**src/hw/rtl/bcpa_pkg.sv**
```systemverilog
// Package for the bitmap contiguous page allocator: constants, codes and
// the structs passed between the controller, datapath and register block.
package bcpa_pkg;

    localparam int PAGES    = 4096;
    localparam int PAGE_W   = 12;
    localparam int CNT_W    = 13;
    localparam int ZONES    = 8;
    localparam int ZONE_W   = 3;
    localparam int ZIDX_W   = 4;
    localparam int MAX_RUN  = 64;
    localparam int RUN_W    = 7;
    localparam int K_W      = 6;
    localparam int ATTR_W   = 10;
    localparam int REF_W    = 16;
    localparam int LINK_W   = 32;

    // Request kinds
    localparam logic [1:0] REQ_DEFINE  = 2'd0;
    localparam logic [1:0] REQ_INIT    = 2'd1;
    localparam logic [1:0] REQ_ALLOC   = 2'd2;
    localparam logic [1:0] REQ_UNKNOWN = 2'd3;

    // Zone classes
    localparam logic [1:0] CLS_DMA      = 2'd0;
    localparam logic [1:0] CLS_NORMAL   = 2'd1;
    localparam logic [1:0] CLS_UNMAPPED = 2'd2;
    localparam logic [1:0] CLS_INVALID  = 2'd3;

    // Result status
    localparam logic [1:0] ST_OK     = 2'd0;
    localparam logic [1:0] ST_NOFIT  = 2'd1;
    localparam logic [1:0] ST_BADCLS = 2'd2;

    // Register indexes
    localparam logic [2:0] REG_DMA_LAST   = 3'd0;
    localparam logic [2:0] REG_NORM_LAST  = 3'd1;
    localparam logic [2:0] REG_UNMAP_FST  = 3'd2;
    localparam logic [2:0] REG_ZONE_CNT   = 3'd3;
    localparam logic [2:0] REG_REF_MASK   = 3'd4;
    localparam logic [2:0] REG_SHR_MASK   = 3'd5;

    typedef struct packed {
        logic [ZONE_W-1:0] dma_last;
        logic [ZONE_W-1:0] normal_last;
        logic [ZONE_W-1:0] unmapped_first;
        logic [ZIDX_W-1:0] zone_count;
        logic [ATTR_W-1:0] ref_mask;
        logic [ATTR_W-1:0] shared_mask;
    } cfg_t;

    // One page entry of the page store
    typedef struct packed {
        logic              used;
        logic [ATTR_W-1:0] attr;
        logic [REF_W-1:0]  refs;
        logic [ZONE_W-1:0] zone;
    } page_row_t;

    typedef struct packed {
        logic       load_req;
        logic       clr_step;
        logic       def_start;
        logic       def_step;
        logic       rd_page;
        logic       init_wr;
        logic       alloc_start;
        logic       zone_enter;
        logic       zone_next;
        logic       scan_eval;
        logic       init_next;
        logic       set_res;
        logic [1:0] res_code;
        logic       res_alloc;
        logic       push;
    } dp_cmd_t;

    typedef struct packed {
        logic       clr_done;
        logic       p_lt_e;
        logic       zone_ok;
        logic       zone_fits;
        logic       hit;
        logic       k_last;
        logic       n_bad;
        logic [1:0] req_type;
        logic [1:0] cls;
        logic       out_free;
    } dp_sts_t;

endpackage

```
**src/hw/rtl/bcpa_ctrl.sv**
```systemverilog
// Allocator controller: sequences clear, define, init and allocate steps.
// Depends on bcpa_pkg; commands bcpa_dp and reads its status.
module bcpa_ctrl (
    input  logic               aclk,
    input  logic               aresetn,
    input  logic               s_valid,
    output logic               s_ready,
    input  bcpa_pkg::dp_sts_t  sts,
    output bcpa_pkg::dp_cmd_t  cmd
);
    import bcpa_pkg::*;

    localparam logic [3:0] S_CLR  = 4'd0;
    localparam logic [3:0] S_IDLE = 4'd1;
    localparam logic [3:0] S_DISP = 4'd2;
    localparam logic [3:0] S_DSET = 4'd3;
    localparam logic [3:0] S_DEF  = 4'd4;
    localparam logic [3:0] S_IRD  = 4'd5;
    localparam logic [3:0] S_IWR  = 4'd6;
    localparam logic [3:0] S_ASET = 4'd7;
    localparam logic [3:0] S_ZCHK = 4'd8;
    localparam logic [3:0] S_SRD  = 4'd9;
    localparam logic [3:0] S_SEV  = 4'd10;
    localparam logic [3:0] S_PRD  = 4'd11;
    localparam logic [3:0] S_PWR  = 4'd12;
    localparam logic [3:0] S_DONE = 4'd13;

    logic [3:0] state_reg, state_next;

    assign s_ready = (state_reg == S_IDLE);

    always_comb begin
        state_next = state_reg;
        cmd        = '0;
        case (state_reg)
            // Sweep the page store to its reset contents
            S_CLR: begin
                cmd.clr_step = 1'b1;
                if (sts.clr_done) state_next = S_IDLE;
            end
            S_IDLE: begin
                if (s_valid) begin
                    cmd.load_req = 1'b1;
                    state_next   = S_DISP;
                end
            end
            S_DISP: begin
                case (sts.req_type)
                    REQ_DEFINE: state_next = S_DSET;
                    REQ_INIT:   state_next = S_IRD;
                    REQ_ALLOC: begin
                        if (sts.cls == CLS_INVALID) begin
                            cmd.set_res  = 1'b1;
                            cmd.res_code = ST_BADCLS;
                            state_next   = S_DONE;
                        end else begin
                            state_next = S_ASET;
                        end
                    end
                    default: begin
                        cmd.set_res  = 1'b1;
                        cmd.res_code = ST_OK;
                        state_next   = S_DONE;
                    end
                endcase
            end
            S_DSET: begin
                cmd.def_start = 1'b1;
                state_next    = S_DEF;
            end
            S_DEF: begin
                if (sts.p_lt_e) begin
                    cmd.def_step = 1'b1;
                end else begin
                    cmd.set_res  = 1'b1;
                    cmd.res_code = ST_OK;
                    state_next   = S_DONE;
                end
            end
            S_IRD: begin
                cmd.rd_page = 1'b1;
                state_next  = S_IWR;
            end
            S_IWR: begin
                cmd.init_wr  = 1'b1;
                cmd.set_res  = 1'b1;
                cmd.res_code = ST_OK;
                state_next   = S_DONE;
            end
            S_ASET: begin
                if (sts.n_bad) begin
                    cmd.set_res  = 1'b1;
                    cmd.res_code = ST_NOFIT;
                    state_next   = S_DONE;
                end else begin
                    cmd.alloc_start = 1'b1;
                    state_next      = S_ZCHK;
                end
            end
            // Next zone of the class, skipping ones short of free pages
            S_ZCHK: begin
                if (!sts.zone_ok) begin
                    cmd.set_res  = 1'b1;
                    cmd.res_code = ST_NOFIT;
                    state_next   = S_DONE;
                end else if (!sts.zone_fits) begin
                    cmd.zone_next = 1'b1;
                end else begin
                    cmd.zone_enter = 1'b1;
                    state_next     = S_SRD;
                end
            end
            S_SRD: begin
                if (sts.p_lt_e) begin
                    cmd.rd_page = 1'b1;
                    state_next  = S_SEV;
                end else begin
                    cmd.zone_next = 1'b1;
                    state_next    = S_ZCHK;
                end
            end
            S_SEV: begin
                cmd.scan_eval = 1'b1;
                state_next    = sts.hit ? S_PRD : S_SRD;
            end
            // Apply page init over the found run
            S_PRD: begin
                cmd.rd_page = 1'b1;
                state_next  = S_PWR;
            end
            S_PWR: begin
                cmd.init_wr   = 1'b1;
                cmd.init_next = 1'b1;
                if (sts.k_last) begin
                    cmd.set_res   = 1'b1;
                    cmd.res_code  = ST_OK;
                    cmd.res_alloc = 1'b1;
                    state_next    = S_DONE;
                end else begin
                    state_next = S_PRD;
                end
            end
            S_DONE: begin
                if (sts.out_free) begin
                    cmd.push   = 1'b1;
                    state_next = S_IDLE;
                end
            end
            default: state_next = S_IDLE;
        endcase
    end

    always_ff @(posedge aclk) begin
        if (!aresetn) begin
            state_reg <= S_CLR;
        end else begin
            state_reg <= state_next;
        end
    end

endmodule

```
**config.mk**
```make
export PLATFORM = sky130hd
export DESIGN_NAME = bcpa_ctrl
export DESIGN_NICKNAME = d
export VERILOG_FILES = /design/src/hw/rtl/bcpa_pkg.sv /design/src/hw/rtl/bcpa_ctrl.sv
export SDC_FILE = /design/constraint.sdc
export NUM_CORES = 1
export LEC_CHECK = 0
export ABC_CLOCK_PERIOD_IN_PS = 1950
export BUFFER_PORTS_ARGS = -buffer_cell sky130_fd_sc_hd__clkbuf_2
export CELL_PAD_IN_SITES_DETAIL_PLACEMENT = 1
export CELL_PAD_IN_SITES_GLOBAL_PLACEMENT = 1
export CORE_MARGIN = 5
export CORE_UTILIZATION = 25
export CTS_BUF_LIST = sky130_fd_sc_hd__clkbuf_4 sky130_fd_sc_hd__clkbuf_8 sky130_fd_sc_hd__clkbuf_16
export DETAILED_ROUTE_END_ITERATION = 6
export PLACE_DENSITY = 0.66
export RECOVER_POWER = 25
export SYNTH_ARGS = -nofsm -noshare
export SYNTH_HDL_FRONTEND = slang
export SYNTH_SLANG_ARGS = --single-unit
```
**constraint.sdc**
```tcl
create_clock -name aclk -period 1.95 [get_ports aclk]
set_input_delay 0.39 -clock aclk [delete_from_list [all_inputs] [get_ports aclk]]
set_output_delay 0.39 -clock aclk [all_outputs]
set_load 0.01 [all_outputs]
```
==> run metrics <==
setup ws final=-0.06976 ns; IO Count=32; GRT Util Overall=14.05%; ys async rst share=0%; CTS tree=yes; CTS buffer count=3; share of layout cells above drive strength 1=45.08%; Core Region=0.002255 sq mm; Yosys Warn Count=0; worst hold path class=primary input to flop; nets=139; synth top area cells=dfxtp_1, nor3_1, and3_1; Worst VDD drop=0.0005032 V; First-pass DRT Iterations=4; hold path start=aresetn; post-synthesis sequential area ratio=13.36%; Hold Buf Count CTS=0; Mean Syn Cell Area=7.221 sq um; Slew @ Worst Pin=0.3432 ns; Crit Path Category=flop to primary output; vias in the first global route=780; Synth Register Bits=4; Setup crit start kind=flop; # clock sinks=4; initial antenna violation count=0; synth unique cells=42; drt via density=5.287; Worst Path Required=1.56 ns; CTS clk-pin slew, worst paths=0.04 ns; PD cells=759.5 mW/mm^2; Largest register FFs=4; max frequency=0.4951 GHz; clk_lat worst skew=0.25 ns; final period utilization=103.6%; RSZ-0062 raised after global routing=true; worst reg2reg path startpoint=state_reg[2]; detailed-route DRC error count=0; Final Hold Viols=0; worst clock skew=0.007591 ns; placed cell areas=828.3 sq um; Initial Util=26.58%; failing checks=setup timing; R2R Path End=state_reg[3]; leakage=0.4271 nW; Post-synth EDFFs=0; Worst Reg2Reg Path Length in Cells=5; most common cell after layout, fill and taps aside=clkbuf_2; most frequent cells in the layout=clkbuf_2, buf_4, nor3_1; worst hold stages=2; worst path cell trace=or4b_4 > nor3b_4 > or4_1 > buf_2; Vias=793; first-pass GRT wire length=3705 um; cells after synthesis=83; DR WL/cell=15.43 um; final instance area=888.4 sq um; largest delay contributor family on the critical path=simple AND/OR/NAND/NOR gates; clock buffer depth=2; Syn Nets=98; area grow syn2layout=48.23%; port bufs=31; top cell type's share of synthesized area=13.36%; GRT overflow=0; ANT nets after route=0; largest net degree at the start of global routing=17; H-tree depth=1; Max Cap Viol=0; outcome=complete, but fails checks; Inserted Diodes=0; final setup fails=1; slack of the worst reg-to-reg path=0.28 ns; final hold slack=0.3972 ns; CP arrival=1.63 ns; crit-path max FO=4; Hold Crit Endpoint=state_reg[1]; ys flop type=dfxtp_1; Worst Path Buf+Inv=1; Netlist Area Pre-Place=599.3 sq um; chip height=58.96 um; Pins Over Slew Limit=0; GPL Wtd Cong=0.8848; slowest CP cell=or4b_4; Die Area=0.003476 sq mm; Clock Tree Root=clkbuf_4; DP HPWL=1867 um; cell row count=17; DRT iter0 DRCs=7; Crit path largest cell delay=0.57 ns; CP Capture Type=primary output; max_slew headroom=77.12%; post-synth top area cell=dfxtp_1; DRT Wirelength=2315 um; Tmin final=2.020 ns; Die Span X=58.96 um
==> cell families after synthesis <==
kind of cell / after synthesis / synth area share (%)
simple gates: 44 / 46.97
compound gates: 19 / 22.13
buf+inv: 11 / 9.185
mux: 4 / 6.889
flops: 4 / 13.36
xor+xnor: 1 / 1.462
==> per-stage QoR <==
stage / std cells / TNS (ns) / total power, mW / util, % / setup slack, ns
after global routing: 150 / -0.2347 / 0.7345 / 39.40 / -0.1413
final: 150 / -0.06976 / 0.6747 / 39.40 / -0.06976
after global placement: 145 / 0 / 0.5404 / 36.74 / 0.1395
after CTS: 148 / -0.08226 / 0.6680 / 38.35 / -0.08226
after detailed placement: 145 / 0 / 0.5461 / 36.74 / 0.1515
after floorplan: 83 / 0 / 0.4029 / - / 0.1380
==> worst register-to-register path: cells and delay by family, from the launching register on <==
kind                   cells  cell delay, ns
and+or+nand+nor            2            0.79
DFF                        1            0.35
AOI/OAI and AO/OA          2            0.32
buffers and inverters      1            0.14
==> power breakdown <==
part	internal, mW	leakage, nW	switching [mW]	total, mW
clock	0.0692	0.0138	0.0390	0.108
sequential	0.105	0.0346	0.0321	0.137
combinational	0.199	0.379	0.230	0.430
total	0.373	0.427	0.301	0.675
==> final cells by class <==
cell class	count	area, sq um
multi-input cells	68	473.0
repair buffers	44	259.0
fillers	308	1366
inverters	3	11.26
flip-flops and latches	4	87.58
well taps	28	35.03
clock buffers	3	22.52
==> synthesized netlist by cell type (all sizes together), types with 3 or more instances <==
cell type,number
nor2,3
nor2b,3
nand2,5
mux2i,3
and3,5
dfxtp,4
inv,3
buf,6
a21oi,6
nor3,9
==> how the worst max path moves through the flow <==
| stage | from | end | slack [ns] | cells after the start |
|---|---|---|---|---|
| 2_1_floorplan | state_reg[3] | cmd[4] | 0.14 | 5 |
| 6_report | state_reg[2] | cmd[4] | -0.07 | 4 |
| 4_1_cts | state_reg[3] | cmd[4] | -0.08 | 4 |
| 3_5_place_dp | state_reg[2] | cmd[4] | 0.15 | 4 |
| 3_3_place_gp | state_reg[3] | cmd[4] | 0.14 | 4 |
| 5_1_grt | state_reg[2] | cmd[4] | -0.14 | 4 |
==> timing repair <==
action,CTS,global route
setup endpoints to repair,1,5
buffers inserted,0,2
cloned,0,0
pin swaps,1,3
resized for setup,5,6
==> routing by layer <==
layer  track usage (%)  up-vias  share of wire (%)
met1             17.46      369                 46
met5                 0        -                  0
met2             22.71       20                 47
li1                  -      400                  -
met4             5.825        0                2.0
met3             3.728        4                5.3
Power figures use the tool's default switching activity.
