## src/hw/rtl/bcpa_pkg.sv

```systemverilog
// Package for the bitmap contiguous page allocator: constants, codes and
// the structs passed between the controller, datapath and register block.
package bcpa_pkg;

    localparam int PAGES    = 4096;
    localparam int PAGE_W   = 12;
    localparam int CNT_W    = 13;
    localparam int ZONES    = 8;
    localparam int ZONE_W   = 3;
    localparam int ZIDX_W   = 4;
    localparam int MAX_RUN  = 64;
    localparam int RUN_W    = 7;
    localparam int K_W      = 6;
    localparam int ATTR_W   = 10;
    localparam int REF_W    = 16;
    localparam int LINK_W   = 32;

    // Request kinds
    localparam logic [1:0] REQ_DEFINE  = 2'd0;
    localparam logic [1:0] REQ_INIT    = 2'd1;
    localparam logic [1:0] REQ_ALLOC   = 2'd2;
    localparam logic [1:0] REQ_UNKNOWN = 2'd3;

    // Zone classes
    localparam logic [1:0] CLS_DMA      = 2'd0;
    localparam logic [1:0] CLS_NORMAL   = 2'd1;
    localparam logic [1:0] CLS_UNMAPPED = 2'd2;
    localparam logic [1:0] CLS_INVALID  = 2'd3;

    // Result status
    localparam logic [1:0] ST_OK     = 2'd0;
    localparam logic [1:0] ST_NOFIT  = 2'd1;
    localparam logic [1:0] ST_BADCLS = 2'd2;

    // Register indexes
    localparam logic [2:0] REG_DMA_LAST   = 3'd0;
    localparam logic [2:0] REG_NORM_LAST  = 3'd1;
    localparam logic [2:0] REG_UNMAP_FST  = 3'd2;
    localparam logic [2:0] REG_ZONE_CNT   = 3'd3;
    localparam logic [2:0] REG_REF_MASK   = 3'd4;
    localparam logic [2:0] REG_SHR_MASK   = 3'd5;

    typedef struct packed {
        logic [ZONE_W-1:0] dma_last;
        logic [ZONE_W-1:0] normal_last;
        logic [ZONE_W-1:0] unmapped_first;
        logic [ZIDX_W-1:0] zone_count;
        logic [ATTR_W-1:0] ref_mask;
        logic [ATTR_W-1:0] shared_mask;
    } cfg_t;

    // One page entry of the page store
    typedef struct packed {
        logic              used;
        logic [ATTR_W-1:0] attr;
        logic [REF_W-1:0]  refs;
        logic [ZONE_W-1:0] zone;
    } page_row_t;

    typedef struct packed {
        logic       load_req;
        logic       clr_step;
        logic       def_start;
        logic       def_step;
        logic       rd_page;
        logic       init_wr;
        logic       alloc_start;
        logic       zone_enter;
        logic       zone_next;
        logic       scan_eval;
        logic       init_next;
        logic       set_res;
        logic [1:0] res_code;
        logic       res_alloc;
        logic       push;
    } dp_cmd_t;

    typedef struct packed {
        logic       clr_done;
        logic       p_lt_e;
        logic       zone_ok;
        logic       zone_fits;
        logic       hit;
        logic       k_last;
        logic       n_bad;
        logic [1:0] req_type;
        logic [1:0] cls;
        logic       out_free;
    } dp_sts_t;

endpackage

```

## src/hw/rtl/bcpa_cfg.sv

```systemverilog
// APB register block for the allocator: zone ranges and flag masks.
// Depends on bcpa_pkg.
module bcpa_cfg (
    input  logic               aclk,
    input  logic               aresetn,
    input  logic               psel,
    input  logic               penable,
    input  logic               pwrite,
    input  logic [4:0]         paddr,
    input  logic [31:0]        pwdata,
    output logic [31:0]        prdata,
    output logic               pready,
    output bcpa_pkg::cfg_t     cfg
);
    import bcpa_pkg::*;

    cfg_t       cfg_reg, cfg_next;
    logic       wr_en;
    logic [2:0] idx;

    assign idx    = paddr[4:2];
    assign wr_en  = psel & penable & pwrite;
    assign pready = 1'b1;
    assign cfg    = cfg_reg;

    // Register write decode
    always_comb begin
        cfg_next = cfg_reg;
        if (wr_en) begin
            case (idx)
                REG_DMA_LAST:  cfg_next.dma_last       = pwdata[ZONE_W-1:0];
                REG_NORM_LAST: cfg_next.normal_last    = pwdata[ZONE_W-1:0];
                REG_UNMAP_FST: cfg_next.unmapped_first = pwdata[ZONE_W-1:0];
                REG_ZONE_CNT:  cfg_next.zone_count     = pwdata[ZIDX_W-1:0];
                REG_REF_MASK:  cfg_next.ref_mask       = pwdata[ATTR_W-1:0];
                REG_SHR_MASK:  cfg_next.shared_mask    = pwdata[ATTR_W-1:0];
                default:       cfg_next = cfg_reg;
            endcase
        end
    end

    always_ff @(posedge aclk) begin
        if (!aresetn) begin
            cfg_reg <= '{dma_last: '0, normal_last: '0, unmapped_first: '0,
                         zone_count: '0, ref_mask: ATTR_W'(4),
                         shared_mask: ATTR_W'(256)};
        end else begin
            cfg_reg <= cfg_next;
        end
    end

    // Read-back
    always_comb begin
        case (idx)
            REG_DMA_LAST:  prdata = {29'd0, cfg_reg.dma_last};
            REG_NORM_LAST: prdata = {29'd0, cfg_reg.normal_last};
            REG_UNMAP_FST: prdata = {29'd0, cfg_reg.unmapped_first};
            REG_ZONE_CNT:  prdata = {28'd0, cfg_reg.zone_count};
            REG_REF_MASK:  prdata = {22'd0, cfg_reg.ref_mask};
            REG_SHR_MASK:  prdata = {22'd0, cfg_reg.shared_mask};
            default:       prdata = 32'd0;
        endcase
    end

endmodule

```

## config.mk

```make
export PLATFORM = sky130hd
export DESIGN_NAME = bcpa_cfg
export DESIGN_NICKNAME = d
export VERILOG_FILES = /design/src/hw/rtl/bcpa_pkg.sv /design/src/hw/rtl/bcpa_cfg.sv
export SDC_FILE = /design/constraint.sdc
export NUM_CORES = 1
export LEC_CHECK = 0
export BUFFER_PORTS_ARGS = -buffer_cell sky130_fd_sc_hd__buf_2
export CAP_MARGIN = 5
export CORE_MARGIN = 2
export CORE_UTILIZATION = 43
export DETAILED_ROUTE_END_ITERATION = 7
export GPL_ROUTABILITY_DRIVEN = 0
export PLACE_DENSITY_LB_ADDON = 0.15
export REMOVE_ABC_BUFFERS = 1
export SYNTH_ARGS = -nofsm -noshare
export SYNTH_HDL_FRONTEND = slang
export SYNTH_SLANG_ARGS = --single-unit
```

## constraint.sdc

```tcl
create_clock -name aclk -period 1.7 [get_ports aclk]
set_input_delay 0.34 -clock aclk [delete_from_list [all_inputs] [get_ports aclk]]
set_output_delay 0.34 -clock aclk [all_outputs]
set_load 0.005 [all_outputs]
```

==> report_table.html <==
<table>
<tr><th>Metric</th><th>Value</th></tr>
<tr><th colspan="2">Outcome</th></tr>
<tr><td>Result of the run</td><td>finished clean</td></tr>
<tr><th colspan="2">Cells and area</th></tr>
<tr><td>Fraction of layout instances using a drive strength above 1</td><td>32.4%</td></tr>
<tr><td>Number of antenna diodes</td><td>0</td></tr>
<tr><td>Nets</td><td>295</td></tr>
<tr><td>Layout Utilization</td><td>53.6%</td></tr>
<tr><td>Area added between synthesis and finish</td><td>22.4%</td></tr>
<tr><td>Most used cells in the layout excluding fill and tap cells</td><td>60 x buf_2, 46 x mux2i_1, 44 x nand2_1</td></tr>
<tr><td>Largest register FFs</td><td>33</td></tr>
<tr><td>Leading cell type in the layout, fill and taps excluded</td><td>buf_2</td></tr>
<tr><th colspan="2">Timing</th></tr>
<tr><td>Minimum clock period after layout</td><td>1640 ps</td></tr>
<tr><td>Layout Skew</td><td>0 ps</td></tr>
<tr><td>Slew Limit Fails</td><td>0</td></tr>
<tr><td>Part of the cycle the worst path needs</td><td>96.7%</td></tr>
<tr><td>Minimum setup slack in the final design</td><td>55.6 ps</td></tr>
<tr><td>Hold Vio Cnt, Final</td><td>0</td></tr>
<tr><td>Setup-violating endpoint count in the final report</td><td>0</td></tr>
<tr><td>Peak Freq</td><td>608 MHz</td></tr>
<tr><td>Unrepaired setup endpoints after global routing</td><td>yes</td></tr>
<tr><th colspan="2">Synth</th></tr>
<tr><td>Yosys top cell by area</td><td>dfxtp_1</td></tr>
<tr><td>Number of distinct library cell variants in the gate-level netlist after synthesis</td><td>25</td></tr>
<tr><td>Fraction of synthesis flops using an asynchronous set or reset pin</td><td>0%</td></tr>
<tr><td>Mean area per synthesized cell</td><td>9.19 um2</td></tr>
<tr><td>Primary FF master, synth</td><td>dfxtp_1</td></tr>
<tr><td>Gate Count Post-Synth</td><td>188</td></tr>
<tr><td>Synthesis-stage register bit count</td><td>33</td></tr>
<tr><td>Netlist Area Pre-Place</td><td>1730 um2</td></tr>
<tr><td>Post-synthesis sequential area ratio</td><td>38.2%</td></tr>
<tr><td>Post-synth top area share</td><td>38.2%</td></tr>
<tr><td>Yosys warning count</td><td>0</td></tr>
<tr><td>Largest cells by area after synthesis</td><td>dfxtp_1 38%, mux2i_1 27%, buf_4 10%</td></tr>
<tr><td>Number of synthesized flops with an enable pin</td><td>0</td></tr>
<tr><th colspan="2">Clock network</th></tr>
<tr><td>Hold-fix buffers, CTS</td><td>0</td></tr>
<tr><td>Clk buf depth</td><td>2</td></tr>
<tr><td>CTS tree</td><td>built</td></tr>
<tr><td>Resized Gates After CTS</td><td>0</td></tr>
<tr><td>H-Tree Level Count</td><td>2</td></tr>
<tr><td>Clock root buffer master</td><td>clkbuf_8</td></tr>
<tr><td>Worst-path clk slew</td><td>60 ps</td></tr>
<tr><td>Number of buffers inserted to repair setup after CTS</td><td>0</td></tr>
<tr><td>Total clock buffers created by CTS</td><td>5</td></tr>
<tr><td>Clock tree sinks</td><td>33</td></tr>
<tr><td>Insertion delay to the later sink of the worst-skew pair</td><td>270 ps</td></tr>
<tr><th colspan="2">Global routing</th></tr>
<tr><td>Number of global-route vias before repair</td><td>1,187</td></tr>
<tr><td>Global route total overflow</td><td>0</td></tr>
<tr><td>Global routing usage summed across all routing layers</td><td>16.7%</td></tr>
<tr><td>Maximum number of pins on one net before global-route repair</td><td>22</td></tr>
<tr><td>First-pass GRT wire length</td><td>5550 um</td></tr>
<tr><td>Antenna violations before repair</td><td>0</td></tr>
<tr><th colspan="2">Die</th></tr>
<tr><td>Die Outline Area</td><td>4540 um2</td></tr>
<tr><td>Row Count</td><td>23</td></tr>
<tr><td>I/O pins</td><td>108</td></tr>
<tr><td>Width of the die</td><td>67.4 um</td></tr>
<tr><td>Area inside the core boundary</td><td>3940 um2</td></tr>
<tr><td>Initial Utilization</td><td>43.8%</td></tr>
<tr><td>Die extent in y</td><td>67.4 um</td></tr>
<tr><th colspan="2">Detailed routing</th></tr>
<tr><td>Vias</td><td>1,405</td></tr>
<tr><td>Mean routed wirelength per cell</td><td>12.4 um</td></tr>
<tr><td>Drt first-iter violations</td><td>56</td></tr>
<tr><td>DRC violations left</td><td>0</td></tr>
<tr><td>Antenna violation net count after detailed routing</td><td>0</td></tr>
<tr><td>Routed WL</td><td>3740 um</td></tr>
<tr><td>Detailed-router iteration count before antenna repair</td><td>4</td></tr>
<tr><td>Via-to-Cell Ratio</td><td>4.64</td></tr>
<tr><th colspan="2">Power</th></tr>
<tr><td>Total power per unit cell area</td><td>714 nW/um2</td></tr>
<tr><td>Total leakage power</td><td>1.02 nW</td></tr>
<tr><td>Overall power of the completed layout</td><td>1.51 mW</td></tr>
<tr><td>Peak supply drop</td><td>0.435 mV</td></tr>
<tr><th colspan="2">Critical path</th></tr>
<tr><td>Cell type group with the largest total delay on the critical path</td><td>multiplexers</td></tr>
<tr><td>Required time at the endpoint of the critical path</td><td>1360 ps</td></tr>
<tr><td>Cell at the slowest stage of the critical path</td><td>mux4_2</td></tr>
<tr><td>Delay of the slowest critical-path stage</td><td>450 ps</td></tr>
<tr><td>Setup Crit Path Kind</td><td>flop to output port</td></tr>
<tr><td>Maximum fanout along the worst path</td><td>3</td></tr>
<tr><td>Kind of capture point of the worst setup path</td><td>output port</td></tr>
<tr><td>Kind of start point of the critical path</td><td>flop</td></tr>
<tr><td>Worst flop-to-flop path startpoint</td><td>cfg[8]</td></tr>
<tr><td>Endpoint arrival time on the critical path</td><td>1300 ps</td></tr>
<tr><td>Start point of the critical path</td><td>cfg[0]</td></tr>
<tr><td>Chain of cells forming the critical path</td><td>mux4_2, nand2_1, o31ai_1, buf_2</td></tr>
<tr><td>Number of buffer and inverter stages on the critical path</td><td>1</td></tr>
<tr><th colspan="2">Hold path</th></tr>
<tr><td>Worst min-delay path class</td><td>input port to flop</td></tr>
<tr><td>Hold path start</td><td>pwdata[8]</td></tr>
<tr><th colspan="2">Placed design</th></tr>
<tr><td>Count of port buffers added during placement</td><td>60</td></tr>
<tr><td>Dpl hpwl</td><td>2790 um</td></tr>
<tr><td>DP Worst Slack</td><td>121 ps</td></tr>
<tr><th colspan="2">Flow run</th></tr>
<tr><td># Max-Cap Violations</td><td>0</td></tr>
</table>
[worst register-to-register path, cell delays in order, from the launching register on]
cell and delay (ps):
dfxtp_1 320, o21ai_0 70, o311ai_0 140
[cells in the mapped netlist, drive strengths merged, types with 2 or more instances]
master,n
dfxtp,33
conb,2
or3,3
o221ai,2
buf,28
inv,2
nand2,44
clkbuf,6
nor2,9
o21ai,2
mux2i,46
nand4b,2
nor2b,2
[metrics by stage]
step | cell area (um2) | TNS [ps] | instances | hold slack [ps]
3_5_place_dp | 2030 | 0 | 296 | 464
6_report | 2110 | 0 | 303 | 323
5_1_grt | 2110 | -4.75 | 303 | 336
2_1_floorplan | 1580 | -3140 | 175 | 431
4_1_cts | 2110 | 0 | 303 | 322
3_3_place_gp | 2030 | 0 | 296 | 459
[kinds of logic (layout without fill, tap and decap cells)]
kind of cell / count (synthesis) / after routing / share of synthesized area, %
flops: 33 / 33 / 38.2
buf+inv: 36 / 80 / 13.8
mux: 47 / 47 / 28.0
compound gates: 6 / 6 / 2.53
other cells: 2 / 23 / 0.435
simple gates: 64 / 64 / 17.1
[final cells by class]
type                            instances  area, um2
Tap cell                               50       62.6
Clock buffer                            7       86.3
Multi-Input combinational cell        140        913
Fill cell                             367       1830
Sequential cell                        33        662
Timing Repair Buffer                   71        383
Inverter                                2       7.51
[metal layers]
layer | share of wire (%) | vias to the layer above | track usage (%)
li1 | - | 709 | -
met1 | 49 | 625 | 22.4
met2 | 42 | 69 | 25.2
met3 | 8.4 | 2 | 4.83
met4 | 0.56 | 0 | 6.89
met5 | 0 | - | 0
[worst paths after layout]
check | to | slack, ps | cells past startpoint
min | cfg[18] | 320 | 3
max | prdata[0] | 60 | 4
min reg2reg | cfg[0] | 470 | 2
max reg2reg | cfg[8] | 1010 | 2
[power by group]
group | total [mW] | switching (mW) | internal [mW]
registers | 0.783 | 0.00418 | 0.779
logic | 0.143 | 0.0878 | 0.0555
clock network | 0.583 | 0.262 | 0.321
Power figures use the tool's default switching activity.
